**src/scwe_pkg.sv**
```systemverilog
// ----------------------------------------------------------------------------
// scwe_pkg
// shared widths, limits and operation codes of the successor chain walk engine
// ----------------------------------------------------------------------------
package scwe_pkg;

   localparam int NODE_W      = 5;
   localparam int WEIGHT_W    = 16;
   localparam int COST_W      = 21;
   localparam int STEP_OUT_W  = 6;

   localparam int NODES_DEF     = 32;
   localparam int COST_BITS_DEF = 16;

   localparam logic [COST_W-1:0] COST_MAX = {COST_W{1'b1}};

   typedef enum logic [1:0] {
      FUNC_LOAD  = 2'd0,
      FUNC_QUERY = 2'd1,
      FUNC_PATH  = 2'd2,
      FUNC_NONE  = 2'd3
   } func_type;

endpackage

```
**src/successor_chain_walk_engine_top.sv**
```systemverilog
// ----------------------------------------------------------------------------
// successor_chain_walk_engine_top
// node table with one outgoing edge per node; walks successor chains for
// reachability, step count, saturated cost sum and path listing
// ----------------------------------------------------------------------------
//
//  channel  direction  handshake            word
//  req_     in         req_valid/req_ready  load, query or path request
//  rsp_     out        rsp_valid/rsp_ready  walk result or one node of a path
//
//  a load is taken and written without leaving idle; an unused func code is dropped
//  a query walks the successor chain through the edge memory
//  (one synchronous read per cycle), then waits until its result is taken
//  a path listing then shows one word per node listed, one memory read each
//  one request is handled at a time; req_ready is low while a walk or its
//  results are in flight, and a stalled rsp_ready holds the result word
//  synchronous reset clears edge present bits and visited marks at once
//
module successor_chain_walk_engine_top
   import scwe_pkg::*;
#(
   parameter int NODES     = NODES_DEF,
   parameter int COST_BITS = COST_BITS_DEF
) (
   input  logic                  clock,
   input  logic                  reset,

   input  logic                  req_valid,
   output logic                  req_ready,
   input  logic [1:0]            req_func,
   input  logic [NODE_W-1:0]     req_entry_node,
   input  logic                  req_has_successor,
   input  logic [NODE_W-1:0]     req_successor_node,
   input  logic [WEIGHT_W-1:0]   req_edge_weight,
   input  logic [NODE_W-1:0]     req_source_node,
   input  logic [NODE_W-1:0]     req_target_node,
   input  logic [COST_W-1:0]     req_budget,

   output logic                  rsp_valid,
   input  logic                  rsp_ready,
   output logic                  rsp_reachable,
   output logic [STEP_OUT_W-1:0] rsp_step_count,
   output logic [COST_W-1:0]     rsp_total_cost,
   output logic                  rsp_within_budget,
   output logic [NODE_W-1:0]     rsp_path_node,
   output logic                  rsp_last
);

   localparam int AW     = $clog2(NODES);
   localparam int STEP_W = $clog2(NODES + 2);
   localparam int SUM_W  = ((COST_BITS > COST_W) ? COST_BITS : COST_W) + 1;
   localparam int ENT_W  = NODE_W + COST_BITS;
   localparam logic [NODE_W:0] NODE_LIMIT = (NODE_W + 1)'(NODES);

   typedef enum logic [4:0] {
      ST_IDLE     = 5'b00001,
      ST_WALK     = 5'b00010,
      ST_RESP     = 5'b00100,
      ST_PATH_OUT = 5'b01000,
      ST_PATH_RD  = 5'b10000
   } state_type;

   function automatic logic [AW-1:0] node_addr(input logic [NODE_W-1:0] node);
      logic [AW+NODE_W-1:0] ext;
      ext = {{AW{1'b0}}, node};
      return ext[AW-1:0];
   endfunction

   function automatic logic in_range(input logic [NODE_W-1:0] node);
      return ({1'b0, node} < NODE_LIMIT);
   endfunction

   state_type              state_ff, state_in;
   logic [NODES-1:0]       valid_ff, valid_in;
   logic [NODES-1:0]       visited_ff, visited_in;
   logic                   path_ff, path_in;
   logic [NODE_W-1:0]      tgt_ff, tgt_in;
   logic [COST_W-1:0]      budget_ff, budget_in;
   logic [NODE_W-1:0]      cur_ff, cur_in;
   logic [STEP_W-1:0]      n_ff, n_in;
   logic [STEP_W-1:0]      k_ff, k_in;
   logic [COST_W-1:0]      sum_ff, sum_in;
   // source node kept in the node register until the first path word
   logic [NODE_W-1:0]      src_ff, src_in;

   logic                   rsp_valid_ff, rsp_valid_in;
   logic                   rsp_reachable_ff, rsp_reachable_in;
   logic [STEP_W-1:0]      rsp_step_ff, rsp_step_in;
   logic [COST_W-1:0]      rsp_cost_ff, rsp_cost_in;
   logic                   rsp_inb_ff, rsp_inb_in;
   logic [NODE_W-1:0]      rsp_node_ff, rsp_node_in;
   logic                   rsp_last_ff, rsp_last_in;

   logic [ENT_W-1:0]       edge_mem [NODES];
   logic [ENT_W-1:0]       rd_ff;
   logic [AW-1:0]          rd_addr;
   logic                   mem_we;
   logic [AW-1:0]          mem_waddr;
   logic [ENT_W-1:0]       mem_wdata;

   logic [NODE_W-1:0]      rd_succ;
   logic [COST_BITS-1:0]   rd_cost;
   logic [SUM_W-1:0]       sum_wide;
   logic [COST_W-1:0]      sum_sat;
   logic [COST_BITS+WEIGHT_W-1:0] weight_ext;
   logic [STEP_W+STEP_OUT_W-1:0]  step_ext;
   logic [STEP_W-1:0]      k_next;
   logic                   req_take;
   logic                   rsp_take;

   assign req_ready = (state_ff == ST_IDLE);
   assign req_take  = req_valid && req_ready;
   assign rsp_take  = rsp_valid_ff && rsp_ready;

   assign rd_succ    = rd_ff[COST_BITS +: NODE_W];
   assign rd_cost    = rd_ff[COST_BITS-1:0];
   assign sum_wide   = SUM_W'(sum_ff) + SUM_W'(rd_cost);
   assign sum_sat    = (sum_wide > SUM_W'(COST_MAX)) ? COST_MAX : sum_wide[COST_W-1:0];
   assign weight_ext = {{COST_BITS{1'b0}}, req_edge_weight};
   assign k_next     = k_ff + STEP_W'(1);

   // edge memory, one write and one registered read per cycle
   always_ff @(posedge clock) begin
      if (mem_we) begin
         edge_mem[mem_waddr] <= mem_wdata;
      end
      rd_ff <= edge_mem[rd_addr];
   end

   always_comb begin
      unique case (state_ff)
         ST_IDLE: rd_addr = node_addr(req_source_node);
         ST_WALK: rd_addr = node_addr(rd_succ);
         default: rd_addr = node_addr(cur_ff);
      endcase
   end

   always_comb begin
      state_in         = state_ff;
      valid_in         = valid_ff;
      visited_in       = visited_ff;
      path_in          = path_ff;
      tgt_in           = tgt_ff;
      budget_in        = budget_ff;
      cur_in           = cur_ff;
      n_in             = n_ff;
      k_in             = k_ff;
      sum_in           = sum_ff;
      rsp_valid_in     = rsp_valid_ff;
      rsp_reachable_in = rsp_reachable_ff;
      rsp_step_in      = rsp_step_ff;
      rsp_cost_in      = rsp_cost_ff;
      rsp_inb_in       = rsp_inb_ff;
      rsp_node_in      = rsp_node_ff;
      rsp_last_in      = rsp_last_ff;
      mem_we           = 1'b0;
      mem_waddr        = node_addr(req_entry_node);
      mem_wdata        = {req_successor_node, weight_ext[COST_BITS-1:0]};

      unique case (state_ff)
         ST_IDLE: begin
            if (req_take) begin
               unique case (func_type'(req_func)) inside
                  FUNC_LOAD: begin
                     if (in_range(req_entry_node)) begin
                        mem_we = 1'b1;
                        valid_in[node_addr(req_entry_node)] = req_has_successor;
                     end
                  end
                  FUNC_QUERY, FUNC_PATH: begin
                     visited_in = '0;
                     path_in    = (func_type'(req_func) == FUNC_PATH);
                     tgt_in     = req_target_node;
                     budget_in  = req_budget;
                     cur_in     = req_source_node;
                     n_in       = STEP_W'(1);
                     sum_in     = '0;
                     if (in_range(req_source_node) && in_range(req_target_node) &&
                         valid_ff[node_addr(req_source_node)]) begin
                        state_in = ST_WALK;
                     end else begin
                        rsp_valid_in     = 1'b1;
                        rsp_reachable_in = 1'b0;
                        rsp_step_in      = '0;
                        rsp_cost_in      = '0;
                        rsp_inb_in       = 1'b0;
                        rsp_node_in      = '0;
                        rsp_last_in      = 1'b1;
                        state_in         = ST_RESP;
                     end
                  end
                  FUNC_NONE: begin
                  end
               endcase
            end
         end

         ST_WALK: begin
            if (rd_succ == tgt_ff) begin
               rsp_valid_in     = 1'b1;
               rsp_reachable_in = 1'b1;
               rsp_step_in      = n_ff;
               rsp_cost_in      = sum_sat;
               rsp_inb_in       = (budget_ff >= sum_sat);
               k_in             = '0;
               if (path_ff) begin
                  // cur still holds the source on the first edge only; reload it
                  rsp_node_in = src_ff;
                  rsp_last_in = 1'b0;
                  state_in    = ST_PATH_RD;
                  rsp_valid_in = 1'b0;
               end else begin
                  rsp_node_in = '0;
                  rsp_last_in = 1'b1;
                  state_in    = ST_RESP;
               end
            end else if (visited_ff[node_addr(cur_ff)] || !in_range(rd_succ) ||
                         !valid_ff[node_addr(rd_succ)]) begin
               rsp_valid_in     = 1'b1;
               rsp_reachable_in = 1'b0;
               rsp_step_in      = '0;
               rsp_cost_in      = '0;
               rsp_inb_in       = 1'b0;
               rsp_node_in      = '0;
               rsp_last_in      = 1'b1;
               state_in         = ST_RESP;
            end else begin
               visited_in[node_addr(cur_ff)] = 1'b1;
               cur_in = rd_succ;
               n_in   = n_ff + STEP_W'(1);
               sum_in = sum_sat;
            end
         end

         ST_RESP: begin
            if (rsp_take) begin
               rsp_valid_in = 1'b0;
               state_in     = ST_IDLE;
            end
         end

         ST_PATH_OUT: begin
            if (rsp_take) begin
               rsp_valid_in = 1'b0;
               if (rsp_last_ff) begin
                  state_in = ST_IDLE;
               end else begin
                  k_in     = k_next;
                  state_in = ST_PATH_RD;
               end
            end
         end

         ST_PATH_RD: begin
            // k counts the word about to be shown; word zero is the source
            rsp_valid_in = 1'b1;
            if (k_ff == '0) begin
               cur_in      = rsp_node_ff;
               rsp_node_in = rsp_node_ff;
               rsp_last_in = 1'b0;
            end else begin
               cur_in      = rd_succ;
               rsp_node_in = (k_ff == rsp_step_ff) ? tgt_ff : rd_succ;
               rsp_last_in = (k_ff == rsp_step_ff);
            end
            state_in = ST_PATH_OUT;
         end

         default: begin
            state_in = ST_IDLE;
         end
      endcase
   end

   always_ff @(posedge clock) begin
      if (reset) begin
         state_ff     <= ST_IDLE;
         valid_ff     <= '0;
         visited_ff   <= '0;
         rsp_valid_ff <= 1'b0;
      end else begin
         state_ff     <= state_in;
         valid_ff     <= valid_in;
         visited_ff   <= visited_in;
         rsp_valid_ff <= rsp_valid_in;
      end
   end

   always_comb begin
      src_in = src_ff;
      if (req_take) begin
         src_in = req_source_node;
      end
   end

   always_ff @(posedge clock) begin
      path_ff          <= path_in;
      tgt_ff           <= tgt_in;
      budget_ff        <= budget_in;
      cur_ff           <= cur_in;
      n_ff             <= n_in;
      k_ff             <= k_in;
      sum_ff           <= sum_in;
      src_ff           <= src_in;
      rsp_reachable_ff <= rsp_reachable_in;
      rsp_step_ff      <= rsp_step_in;
      rsp_cost_ff      <= rsp_cost_in;
      rsp_inb_ff       <= rsp_inb_in;
      rsp_node_ff      <= rsp_node_in;
      rsp_last_ff      <= rsp_last_in;
   end

   assign step_ext          = {{STEP_OUT_W{1'b0}}, rsp_step_ff};
   assign rsp_valid         = rsp_valid_ff;
   assign rsp_reachable     = rsp_reachable_ff;
   assign rsp_step_count    = step_ext[STEP_OUT_W-1:0];
   assign rsp_total_cost    = rsp_cost_ff;
   assign rsp_within_budget = rsp_inb_ff;
   assign rsp_path_node     = rsp_node_ff;
   assign rsp_last          = rsp_last_ff;

   // no request is taken while a result word is on offer
   assert property (@(posedge clock) disable iff (reset)
      !(req_ready && rsp_valid))
      else $error("request taken while result word pending");

   // an unreachable result is a single all-zero final word
   assert property (@(posedge clock) disable iff (reset)
      (rsp_valid && !rsp_reachable) |->
         (rsp_last && rsp_step_count == '0 && rsp_total_cost == '0 &&
          !rsp_within_budget && rsp_path_node == '0))
      else $error("unreachable result word not cleared");

   // a reachable walk never reports zero steps
   assert property (@(posedge clock) disable iff (reset)
      (rsp_valid && rsp_reachable) |-> (rsp_step_count != '0))
      else $error("reachable result with zero steps");

   // path words follow one another until the final one is taken
   assert property (@(posedge clock) disable iff (reset)
      (rsp_valid && rsp_ready && !rsp_last) |=> (!req_ready))
      else $error("path listing ended early");

endmodule
```
**config.mk**
```make
export PLATFORM = sky130hd
export DESIGN_NAME = successor_chain_walk_engine_top
export DESIGN_NICKNAME = d
export VERILOG_FILES = /design/src/scwe_pkg.sv /design/src/successor_chain_walk_engine_top.sv
export SDC_FILE = /design/constraint.sdc
export NUM_CORES = 1
export LEC_CHECK = 0
export CAP_MARGIN = 0
export CORE_UTILIZATION = 54
export DETAILED_ROUTE_END_ITERATION = 10
export DONT_BUFFER_PORTS = 1
export MAX_ROUTING_LAYER = met4
export PLACE_DENSITY_LB_ADDON = 0.25
export SLEW_MARGIN = 20
export SYNTH_ARGS = -nofsm -noshare
export SYNTH_HDL_FRONTEND = slang
export SYNTH_SLANG_ARGS = --single-unit
```
**constraint.sdc**
```tcl
create_clock -name clock -period 19 [get_ports clock]
set_input_delay 5.7 -clock clock [delete_from_list [all_inputs] [get_ports clock]]
set_output_delay 5.7 -clock clock [all_outputs]
set_load 0.02 [all_outputs]
```
# Yosys cells after proc, flatten, opt, wreduce, memory -nomap -nowiden
# Memories as Yosys holds them, arrays and structs flattened. A register that Yosys moved wholly into a read port is not among the register bits.
# Cells that the tools add are included.
totals:
  inputBits: 64
  ff_bits: 175
  ram_bits: 672
  n_memories: 1
  word_cells: 168
  latch_bits: 0
  rom_bits: 0
classes:
  n_bitwise: 1
  div_mod_pow: 0
  shifts: 0
  n_eq_ne: 21
  n_reduce_logical: 24
  mux: 92
  mul: 0
  n_addsub: 3
  n_lt_le_gt_ge: 8
mem_list:
  columns: ["name", "words", "word_bits", "read_ports", "rd_clocked_by_memory_dff", "write_ports", "line_no", "text"]
  rows:
  - ["edge_mem", 32, 21, 1, 1, 1, "successor_chain_walk_engine_top.sv:94", "logic [ENT_W-1:0] edge_mem [NODES];"]
op_table:
  columns: ["operator", "n"]
  rows:
  - ["21-bit 2-to-1 mux", 10]
  - ["32-bit 2-to-1 mux", 4]
  - ["5-bit 2-to-1 mux", 21]
  - ["21-bit one-hot mux with 2 select lines", 2]
  - ["6-bit 2-to-1 mux", 12]
  - ["32-bit one-hot mux with 2 select lines", 1]
  - ["6-bit one-hot mux with 2 select lines", 3]
  - ["32-bit bitwise mux", 1]
  - ["32-bit OR", 1]
  - ["5-bit one-hot mux with 3 select lines", 2]
  - ["5-bit one-hot mux with 5 select lines", 1]
  - ["5-bit AND reduction", 5]
  - ["5-bit by 6-bit less-than comparator with 1-bit output, second input constant", 4]
  - ["1-bit 2-to-1 mux", 24]
  - ["21-bit by 16-bit adder with 22-bit output", 1]
  - ["22-bit by 21-bit greater-than comparator with 1-bit output, second input constant", 1]
  - ["21-bit >= comparator", 1]
  - ["2-bit inequality test, second input constant", 8]
  - ["1-bit binary-select mux with 5-bit select", 3]
  - ["6-bit by 1-bit adder with 6-bit output, second input constant", 2]
  - ["6-bit AND reduction", 2]
  - ["1-bit demux with 5-bit select", 2]
  - ["5-bit by 1-bit >= comparator with 1-bit output, second input constant", 2]
  - ["5-bit one-hot mux with 2 select lines", 1]
  - ["other kinds (26)", 35]

# Logic depth before layout (Yosys ltp)
depth:
  word_depth: 8
  ltp_mapped: 22
  mapped_depth_nobuf: 20

# Worst setup path after synthesis
# Ideal clock, no wire load.
synth_path:
  kind: "input -> register"
  from: "input port req_source_node[0]"
  to: "register rsp_reachable_ff, in the netlist rsp_reachable (enable)"
  arrival_ps: 9491
  required_time_ps: 18540
  stages: 7
  setup_ps: 460
  slack_ps: 9049
  path_buffers: 1
  path_cell_list: "clkbuf_1 mux4_2 mux2_2 a21oi_1 o211ai_1 a22oi_1 a21boi_0"
synth_between:
  elab_chain_cells: 4
synth_lines:
  columns: ["element", "line_no", "text"]
  rows:
  - ["start: declaration", "successor_chain_walk_engine_top.sv:35", "input logic [NODE_W-1:0] req_source_node,"]
  - ["1-bit binary-select mux with 5-bit select", "successor_chain_walk_engine_top.sv:179", "valid_ff[node_addr(req_source_node)]) begin"]
  - ["1-bit 2-to-1 mux (implied by the code)", "successor_chain_walk_engine_top.sv:179", null]
  - ["2-bit inequality test (no source line)", null, null]
  - ["5-bit AND reduction (no source line)", null, null]
  - ["end signal: assignment", "successor_chain_walk_engine_top.sv:305", "rsp_reachable_ff <= rsp_reachable_in;"]
  - ["end: declaration", "successor_chain_walk_engine_top.sv:87", "logic rsp_reachable_ff, rsp_reachable_in;"]
# No other way between the ends. The select of a mux whose other input is x is not followed.
# A chain may end at the register's enable or synchronous reset.

# Final worst setup path
layout_path:
  from: "input port req_source_node[0]"
  to: "register rd_ff[19], read port of edge_mem"
layout_between:
  elab_chain_cells: 1
layout_lines:
  columns: ["element", "line_no", "text"]
  rows:
  - ["5-bit one-hot mux with 2 select lines", "successor_chain_walk_engine_top.sv:131", "unique case (state_ff)"]
  - ["end: declaration", "successor_chain_walk_engine_top.sv:95", "logic [ENT_W-1:0] rd_ff;"]
# No other way between the ends.

==> flow_summary_export.csv <==
group,metric,value,unit
layout,nets,2846,
detailed_routing,drt_iter0_markers,3003,
detailed_routing,postRouteAntennaNets,0,
timing,setup_viol,0,
setup_path,r2r_start,"rd_ff[1]$_DFF_P_",
timing,fin_tns_setup,0,ns
floorplan,num_io_pins,101,
setup_path,path_cells,"a22oi_1 -> and2_4 -> buf_4 -> a21oi_1 -> a221oi_1 -> a21oi_1 -> a21o_1 -> nor3_1",
synth,yosys-top-cells-area,"edfxtp_1 66%, nand2_1 7.3%, dfxtp_1 5.1%",
synth,synth_cell_types,74,
synth,syn_nets,2871,
synth,yosysTopAreaCellShare,65.65,%
timing,post-route-min-period,8.232,ns
synth,ys.flop_type,"edfxtp_1",
power_and_ir_drop,power.density,150.0,nW/µm²
setup_path,slowest_stage,"buf_4",
timing,tightest_slew,1.112,ns
floorplan,dieArea,66840,µm²
clock_tree,cts_tree,"built",
synth,async_reset_ff_share,0,%
setup_path,rr_worst_depth,17,
detailed_routing,vias_per_cell,6.290,
clock_tree,root_buffer,"clkbuf_16",
setup_path,startpoint_type,"primary input",
detailed_routing,dr.pass1.iters,6,
timing,worst_slack,10.77,ns
setup_path,cp.arrival,8.78,ns
detailed_routing,wl_per_cell,24.91,µm
synth,synthMuxAreaShare,1.746,%
synth,synth_top_family_by_area,"simple AND/OR/NAND/NOR gates",
synth,syn-instance-count,2764,
placement,pre_cts_slack,10.18,ns
timing,finClkSkew,0.02599,ns
layout,final_cells,3670,
worst_hold_path,min_to,"visited_ff[17]$_SDFFE_PP0P_",
placement,hpwl,53.28,mm
clock_tree,cts.clk_slew.worst_paths,0.06,ns
detailed_routing,drc,0,
layout,n_antenna_cell,0,
detailed_routing,vias,23080,
floorplan,start_util,54.93,%
synth,yosysWarningCount,0,
power_and_ir_drop,p_leak,13.50,nW
timing,min_period_over_period,43.33,%
synth,synth_top_area_cell,"edfxtp_1",
global_routing,grt_pass1_wl,136.1,mm
worst_hold_path,hold_path.class,"register to register",
setup_path,crit_path_end_kind,"register",
floorplan,num_rows,93,
global_routing,grt_pass1_vias,22060,
clock_tree,clk_path_buf_depth,3,
setup_path,reg2reg_to,"rsp_within_budget$_SDFFCE_PN0P_",
job,maxCapViolCount,0,
timing,hold_viol,0,
setup_path,criticalPathCategory,"primary input to register",
clock_tree,clk-insertion-delay-late,0.65,ns
synth,synth_compound_area_share,9.956,%
placement,dp_cells,3502,
status,outcome,"complete, no violations",
placement,globalplace.congestion,0.8858,
power_and_ir_drop,irDropWorstVdd,0.1345,mV
synth,synthSimpleGateAreaFrac,12.33,%
synth,yosysMostFrequentCell,"edfxtp_1",
synth,yosysSeqAreaShare,70.78,%
setup_path,crit_required,19.55,ns
clock_tree,cts_buffers,89,
timing,slew_viol_final,0,
setup_path,critPathMaxStageDelay,0.93,ns
clock_tree,postCtsHoldBufs,0,
clock_tree,cts_setup_buffers,0,
timing,rsz0062_at_grt,"false",
synth,post_synth.cell_area_avg,12.86,µm²
worst_hold_path,hp-start,"visited_ff[17]$_SDFFE_PP0P_",
synth,synthXorXnorAreaFrac,0.8379,%
setup_path,critPathMaxFanout,94,
clock_tree,cts_resized,0,
worst_hold_path,hold_depth,2,
clock_tree,clkSinkCount,868,
global_routing,track_usage,28.14,%
layout,layout-area-overhead-vs-synth,10.17,%
synth,synth_edf_count,777,
timing,relSlewSlack,25.86,%
floorplan,die_w,258.5,µm
global_routing,grt-ovfl-total,0,
synth,synthAdderAreaFrac,1.535,%
clock_tree,htree_levels,3,
timing,fmax,0.1215,GHz
layout,layout-drive-gt1-share,9.769,%
detailed_routing,totalWireLength,91.40,mm
global_routing,grt_start_max_net_pins,185,
placement,io_buffers,0,
setup_path,crit_path_frequent_cell,"a21oi_1",
floorplan,die_y,258.5,µm
synth,netlist_area,35540,µm²
global_routing,antenna_found_initial,2,
synth,ys_ff_latch,868,
floorplan,core-area,64700,µm²
synth,netlist_top_cells_count,"777 x edfxtp_1, 688 x nand2_1, 141 x a21oi_1",
setup_path,reg2reg_slack,14.08,ns
==> power by group <==
| part | internal [W] | switching [W] | total, W |
|---|---|---|---|
| combinational | 0.000616 | 0.00126 | 0.00188 |
| clock | 0.00100 | 0.000729 | 0.00173 |
| sequential | 0.00216 | 0.000107 | 0.00227 |
| total | 0.00378 | 0.00209 | 0.00588 |
==> logic make-up (layout without fill, tap and decap cells) <==
logic type | after synthesis | count (layout)
DFF | 868 | 868
xor gates and xnor gates | 34 | 34
muxes | 51 | 51
adders and majority gates | 43 | 43
buffers and inverters | 194 | 245
AOI/OAI and AO/OA | 551 | 551
and+or+nand+nor | 1023 | 1023
==> stage by stage <==
stage	hold slack, ns	total power [W]	util [%]	cell area, µm²
floorplan	0.4235	0.003655	-	35540
global placement	0.4331	0.004090	55.99	36230
detailed placement	0.4415	0.004135	55.99	36230
global route	0.4743	0.006141	60.52	39160
CTS	0.4546	0.005857	60.47	39120
finish	0.4537	0.005875	60.52	39160
==> worst max path at each step <==
stage / from / endpoint / slack, ns
after floorplan: req_source_node[0] / rsp_reachable$_SDFFCE_PN0P_ / 9.05
after detailed placement: req_source_node[0] / rd_ff[19]$_DFF_P_ / 10.18
final: req_source_node[0] / rd_ff[19]$_DFF_P_ / 10.77
after global placement: req_source_node[0] / rd_ff[19]$_DFF_P_ / 10.32
after global routing: req_source_node[0] / rd_ff[19]$_DFF_P_ / 10.48
after CTS: req_source_node[0] / rd_ff[19]$_DFF_P_ / 10.81
==> worst max-delay path: cells and delay by family <==
kind	cells	cell delay (ns)
AOI/OAI and AO/OA	5	1.13
and+or+nand+nor	2	0.99
buffers and inverters	1	0.93
==> registers in the layout (all words and copies together) (netlist names) <==
register / cells
valid_ff: 32
n_ff: 6
rsp_path_node: 5
rsp_valid: 1
tgt_ff: 5
edge_mem: 672
rsp_reachable: 1
rsp_last: 1
rsp_within_budget: 1
sum_ff: 21
budget_ff: 21
k_ff: 6
rd_ff: 21
cur_ff: 5
visited_ff: 32
src_ff: 5
path_ff: 1
rsp_total_cost: 21
state_ff: 5
rsp_step_count: 6
==> cell usage in the layout (no fill, tap or decap), types with 52 or more instances in the layout <==
cell	synthesis	routed
edfxtp_1	777	777
nand2_1	688	687
a21oi_1	141	141
nor2_1	130	97
o22ai_1	93	93
and3_1	93	92
clkbuf_16	0	91
dfxtp_1	91	91
a31oi_1	86	86
a32oi_1	85	85
o21ai_0	77	77
buf_4	4	52
==> routing by layer <==
metal | global-route usage, % | up-vias | share of wire, % | routed length [µm]
met1 | 38.20 | 11490 | 40 | 36740
met3 | 5.213 | 161 | 10 | 9200
met4 | 7.791 | 0 | 2.2 | 2040
met5 | - | - | 0 | 0
met2 | 43.72 | 1181 | 48 | 43430
li1 | - | 10250 | - | -
==> final cells by class <==
type,instances,area (µm²)
clock buffer,116,2431
sequential,868,25150
clock inverter,51,465.4
tap,855,1070
multi-input combinational,1702,9507
fill,4912,25540
timing repair buffer,54,437.9
inverter,24,90.09
(Power assumes the default switching activity.)
